`config.mk`:
```
export PLATFORM = sky130hd
export DESIGN_NAME = bvh_ctrl
export DESIGN_NICKNAME = d
export VERILOG_FILES = /design/src/design/bvh_pkg.sv /design/src/design/bvh_ctrl.sv
export SDC_FILE = /design/constraint.sdc
export NUM_CORES = 1
export LEC_CHECK = 0
export ABC_AREA = 1
export BUFFER_PORTS_ARGS = -buffer_cell sky130_fd_sc_hd__clkbuf_2
export CORE_AREA = 2 2 39 41
export DETAILED_ROUTE_END_ITERATION = 6
export DIE_AREA = 0 0 41 43
export HOLD_SLACK_MARGIN = 0.15
export PLACE_DENSITY = 0.46
export REMOVE_ABC_BUFFERS = 1
export SLEW_MARGIN = 20
export SYNTH_ARGS = -nofsm -noshare
export SYNTH_HDL_FRONTEND = slang
export SYNTH_SLANG_ARGS = --single-unit
```
`constraint.sdc`:
```
create_clock -name clk_i -period 1 [get_ports clk_i]
set_input_delay 0.2 -clock clk_i [delete_from_list [all_inputs] [get_ports clk_i]]
set_output_delay 0.2 -clock clk_i [all_outputs]
set_load 0.05 [all_outputs]
```
`src/design/bvh_pkg.sv`:
```
// ----------------------------------------------------------------------------
// bvh_pkg
// Shared codes, field widths and controller/datapath handshake structs for
// the byte value histogram store.
// ----------------------------------------------------------------------------
`default_nettype none

package bvh_pkg;

  localparam int unsigned OP_W    = 3;
  localparam int unsigned BYTE_W  = 8;
  localparam int unsigned MCNT_W  = 32;
  localparam int unsigned OCNT_W  = 32;
  localparam int unsigned DIST_W  = 9;

  // operation codes; 5..7 are no-ops
  localparam logic [OP_W-1:0] OP_CLEAR  = 3'd0;
  localparam logic [OP_W-1:0] OP_ADD    = 3'd1;
  localparam logic [OP_W-1:0] OP_QUERY  = 3'd2;
  localparam logic [OP_W-1:0] OP_MERGE  = 3'd3;
  localparam logic [OP_W-1:0] OP_SELECT = 3'd4;

  // controller -> datapath
  typedef struct packed {
    logic load;       // capture operands, issue bin read, reset scan
    logic rmw;        // finish add/query/merge
    logic scan_step;  // advance rank scan by one bin
    logic scan_done;  // finish select
    logic clear;      // finish clear
    logic nop;        // finish unknown operation
  } bvh_cmd_t;

  // datapath -> controller
  typedef struct packed {
    logic hit;   // current scan bin is the requested rank
    logic last;  // current scan bin is the last one
  } bvh_stat_t;

endpackage

`default_nettype wire

```
`src/design/bvh_ctrl.sv`:
```
// ----------------------------------------------------------------------------
// bvh_ctrl
// Sequencer for the histogram store: decodes the operation and steps the
// datapath through read-modify-write, rank scan or clear.
// ----------------------------------------------------------------------------
`default_nettype none

module bvh_ctrl (
  input  wire logic                       clk_i,
  input  wire logic                       rst_ni,
  input  wire logic                       start,
  input  wire logic [bvh_pkg::OP_W-1:0]   operation_i,
  input  wire bvh_pkg::bvh_stat_t         stat_i,
  output bvh_pkg::bvh_cmd_t               cmd_o,
  output logic                            busy,
  output logic                            done_o
);

  typedef enum logic [2:0] {
    S_IDLE,
    S_RMW,
    S_SCAN,
    S_CLEAR,
    S_NOP
  } state_e;

  state_e state_q, state_d;
  logic   done_q, done_d;

  always_comb begin
    state_d = state_q;
    done_d  = 1'b0;
    cmd_o   = '0;
    case (state_q)
      S_IDLE: begin
        if (start) begin
          cmd_o.load = 1'b1;
          case (operation_i)
            bvh_pkg::OP_ADD,
            bvh_pkg::OP_QUERY,
            bvh_pkg::OP_MERGE:  state_d = S_RMW;
            bvh_pkg::OP_SELECT: state_d = S_SCAN;
            bvh_pkg::OP_CLEAR:  state_d = S_CLEAR;
            default:            state_d = S_NOP;
          endcase
        end
      end
      S_RMW: begin
        cmd_o.rmw = 1'b1;
        done_d    = 1'b1;
        state_d   = S_IDLE;
      end
      S_SCAN: begin
        if (stat_i.hit || stat_i.last) begin
          cmd_o.scan_done = 1'b1;
          done_d          = 1'b1;
          state_d         = S_IDLE;
        end else begin
          cmd_o.scan_step = 1'b1;
        end
      end
      S_CLEAR: begin
        cmd_o.clear = 1'b1;
        done_d      = 1'b1;
        state_d     = S_IDLE;
      end
      S_NOP: begin
        cmd_o.nop = 1'b1;
        done_d    = 1'b1;
        state_d   = S_IDLE;
      end
      default: begin
        state_d = S_IDLE;
      end
    endcase
  end

  always_ff @(posedge clk_i or negedge rst_ni) begin
    if (!rst_ni) begin
      state_q <= S_IDLE;
      done_q  <= 1'b0;
    end else begin
      state_q <= state_d;
      done_q  <= done_d;
    end
  end

  assign busy   = (state_q != S_IDLE);
  assign done_o = done_q;

endmodule

`default_nettype wire

```
Word-level counts from Yosys, hierarchy flattened
Cells that the tools add are included.

Reductions and logical operators: 7. Multiplexer cells: 13. Equal/unequal tests: 10.

Operators with widths (count): $eq 3x2->1 const B (4); $pmux 3 s3 (1); $mux 1 (7); $eq 3x1->1 const B (2); $eq 3x3->1 const B (2); $logic_not 3->1 (2); $mux 3 (2); $pmux 3 s2 (1); $reduce_or 3->1 (2); $ne 2x2->1 const B (2); $reduce_bool 3->1 (1); $mux 2 (1); $pmux 1 s2 (1); $reduce_and 2->1 (1); $logic_or 1x1->1 (1).

Register bits: 4. Word-level logic and storage cells: 32. Input port bits: 8.

Depth between registers and ports, before layout
Depth in word-level cells: 5. Mapped depth: 5. Gate-level depth less buffers: 5.

Worst setup path before layout
Ideal clock, no wire load.

Path type: register -> output. Start: register state_q[0]. End: output port cmd_o[1] in the netlist's numbering. Data required time: 800 ps. Cell stages (with the launch flop): 5. Arrival time: 1260 ps. Path slack: -460 ps. Cell sequence: dfrtp_1 -> inv_2 -> nor2_1 -> inv_1 -> nor2_1.

RTL lines: start: declaration (line bvh_ctrl.sv:27) `state_e state_q, state_d;`; start signal: assignment (line bvh_ctrl.sv:83) `state_q <= state_d;`; end: declaration (line bvh_ctrl.sv:14) `output bvh_pkg::bvh_cmd_t cmd_o,`.

==> results.py <==
metrics = {
    "critical_path": {
        "r2r-start": "state_q[1]$_DFFE_PN0P_",
        "cpMostUsedCell": "nor2_4",
        "cpMaxStageDelayCell": "dfrtp_2",
        "cp.arrival_ps": 1140,
        "rrSetupSlack_ps": 10,
        "worstPathCellList": "nor2_4 > nand2_4 > nor2_4 > buf_8",
        "worstRegToRegCells": 6,
        "startpoint_type": "flop",
        "required_ps": 800,
        "crit_fanout": 3,
        "worstSetupPathType": "reg2out",
        "cp_slowest_stage_delay_ps": 430,
        "r2r_end": "state_q[2]$_DFFE_PN0P_",
        "end_kind": "output port",
    },
    "floorplan": {
        "dieHeight_um": 43,
        "core-area_mm2": 0.00138,
        "fp.dieW_um": 41,
        "pin_count": 16,
        "dieArea_mm2": 0.00176,
        "rows": 14,
        "initial_core_util": 0.192,
    },
    "timing": {
        "hold_viol": 0,
        "rsz0062_at_grt": "true",
        "worstMarginPinSlew_ps": 189,
        "clock.fmax_ghz": 0.744,
        "fin_crit_ps": 1340,
        "setup_viol": 7,
        "clock_skew_ps": 0.372,
        "slew_viol_final": 0,
        "layout_setup_ws_ps": -344,
        "holdWs_ps": 247,
        "relSlewSlack": 0.874,
        "fin_crit_sh": 1.34,
        "finalSetupTns_ps": -2200,
    },
    "yosys": {
        "syn_area_um2": 265,
        "synth_area_per_cell_um2": 7.37,
        "ys_seq_area_frac": 0.377,
        "netlist_instances": 36,
        "async_reset_ff_frac": 1.00,
        "synth.most_common_cell": "nor2_1",
        "synth_area_leaders": "dfrtp_1 (38%), nor2_4 (13%), nor2_1 (11%), inv_1 (8.5%), nand2_1 (8.5%)",
        "ys_types": 12,
        "synth_ff_type": "dfrtp_1",
        "yosysTopAreaCellShare": 0.377,
        "synth_edf_count": 0,
        "synth_seq_cells": 4,
        "yosysWarnings": 0,
        "synth_top_cell_by_area": "dfrtp_1",
        "yosys-top-cells-count": "nor2_1 (8), inv_1 (6), nand2_1 (6), dfrtp_1 (4)",
    },
    "status": {
        "status": "finished, violations left",
        "violations": "setup timing",
    },
    "final_layout": {
        "antenna_cells": 0,
        "finalInstanceArea_um2": 584,
        "drive_gt1_frac": 0.790,
        "finalNetCount": 72,
        "fillerInstances": 139,
        "regArea_um2": 103,
        "post-route-util": 0.422,
        "area_growth_pct": 120,
        "multi_input_area_um2": 171,
    },
    "global_route": {
        "grtUsageTotal": 0.0907,
        "grt_first_pass_wirelength_um": 1080,
        "first_global_vias": 297,
        "grt_overflow": 0,
        "antenna_found_initial": 0,
        "grt_max_degree": 5,
    },
    "worst_hold_path": {
        "hold_path_class": "in2reg",
        "worst_hold_startpoint": "operation_i[1]",
        "hold_end": "state_q[1]$_DFFE_PN0P_",
        "holdPathStages": 4,
    },
    "power_and_ir_drop": {
        "max-vdd-ir-drop_mv": 0.822,
        "p_leak_uw": 0.000298,
        "powerDensity_mw_per_mm2": 1350,
    },
    "cts": {
        "clk_latency_ps": 230,
        "cts_buffers": 3,
        "htreeDepth": 1,
        "path_clk_slew_ps": 30,
        "cts_root_buf": "clkbuf_4",
        "clock_path_buffers": 2,
        "cts_sinks": 4,
        "cts_tree": "built",
    },
    "place": {
        "port_buffers": 15,
        "gp_congestion": 0.649,
        "dpl_cell_area_um2": 383,
        "dp_hpwl_um": 462,
        "dp_slack_ps": -228,
    },
    "routing": {
        "drt-pass1-iter-count": 2,
        "drc": 0,
        "vias": 308,
        "drtIter0Drc": 3,
        "wl_per_cell_um": 8.10,
        "viasPerCell": 3.95,
        "ant_nets": 0,
        "wirelength_um": 632,
    },
    "job": {
        "drv_cap": 0,
    },
}
-- layout by cell type (no fill, tap or decap) --
| master | count |
|---|---|
| nand2_4 | 2 |
| nor2_2 | 4 |
| inv_1 | 2 |
| nand2_2 | 3 |
| nand3b_1 | 1 |
| buf_6 | 3 |
| nor3_2 | 1 |
| inv_2 | 7 |
| dfrtp_1 | 2 |
| buf_8 | 6 |
| clkbuf_2 | 7 |
| nand3_2 | 2 |
| clkbuf_4 | 3 |
| dlygate4sd3_1 | 2 |
| buf_4 | 4 |
| nand2_1 | 2 |
| dfrtp_2 | 2 |
| nor2_1 | 4 |
| clkbuf_16 | 1 |
| nor2_4 | 4 |
-- metal layers --
metal  vias up  wire (µm)  track usage
met4         0          0       0.0400
met2        14        337        0.138
li1        158          -            -
met3         0         67       0.0471
met5         -          0            0
met1       136        227        0.101
-- cell families (layout without fill, tap and decap cells) --
| group | after synthesis | after routing | synth area share |
|---|---|---|---|
| buffers and inverters | 9 | 35 | 0.127 |
| DFF | 4 | 4 | 0.377 |
| and+or+nand+nor | 23 | 23 | 0.495 |
-- report_power, final --
part	switching (µW)	internal, µW	total (µW)
clock network	58.2	134	192
registers	19.5	182	201
logic	225	169	394
-- worst max-delay path by stage --
stage / depth (start not counted) / startpoint / slack, ps / to
final: 4 / state_q[1]$_DFFE_PN0P_ / -340 / cmd_o[5]
after global routing: 4 / state_q[1]$_DFFE_PN0P_ / -420 / cmd_o[0]
after CTS: 4 / state_q[2]$_DFFE_PN0P_ / -380 / cmd_o[1]
after detailed placement: 5 / state_q[0]$_DFFE_PN0P_ / -230 / cmd_o[1]
after global placement: 5 / state_q[0]$_DFFE_PN0P_ / -230 / cmd_o[4]
after floorplan: 4 / state_q[0]$_DFFE_PN0P_ / -460 / cmd_o[1]
-- per-stage QoR --
| step | cells | total power, µW |
|---|---|---|
| 6_report | 78 | 787 |
| 5_1_grt | 78 | 853 |
| 4_1_cts | 80 | 749 |
| 3_5_place_dp | 70 | 466 |
| 3_3_place_gp | 70 | 465 |
| 2_1_floorplan | 36 | 394 |
-- registers in the layout (all words and copies together) (netlist names) --
signal,flops
done_o,1
state_q,3
-- layout make-up --
type	count	area share
Inverter	9	0.0578
Tap cell	16	0.0343
Sequential cell	4	0.176
Multi-Input combinational cell	23	0.293
Timing Repair Buffer	23	0.400
Clock buffer	3	0.0385
-- worst max-delay path: cells and delay by family (launching register included) --
kind	cells	cell delay, ps
buf+inv	1	150
simple gates	3	330
flops	1	430
-- timing repair --
item	CTS	global route
pin swaps	2	3
endpoints found under the setup margin	9	12
hold buffers	2	0
endpoints found under the hold margin	5	0
resized for setup	24	22
setup buffers	6	1
Note: power is estimated with default switching activity, not from simulation.
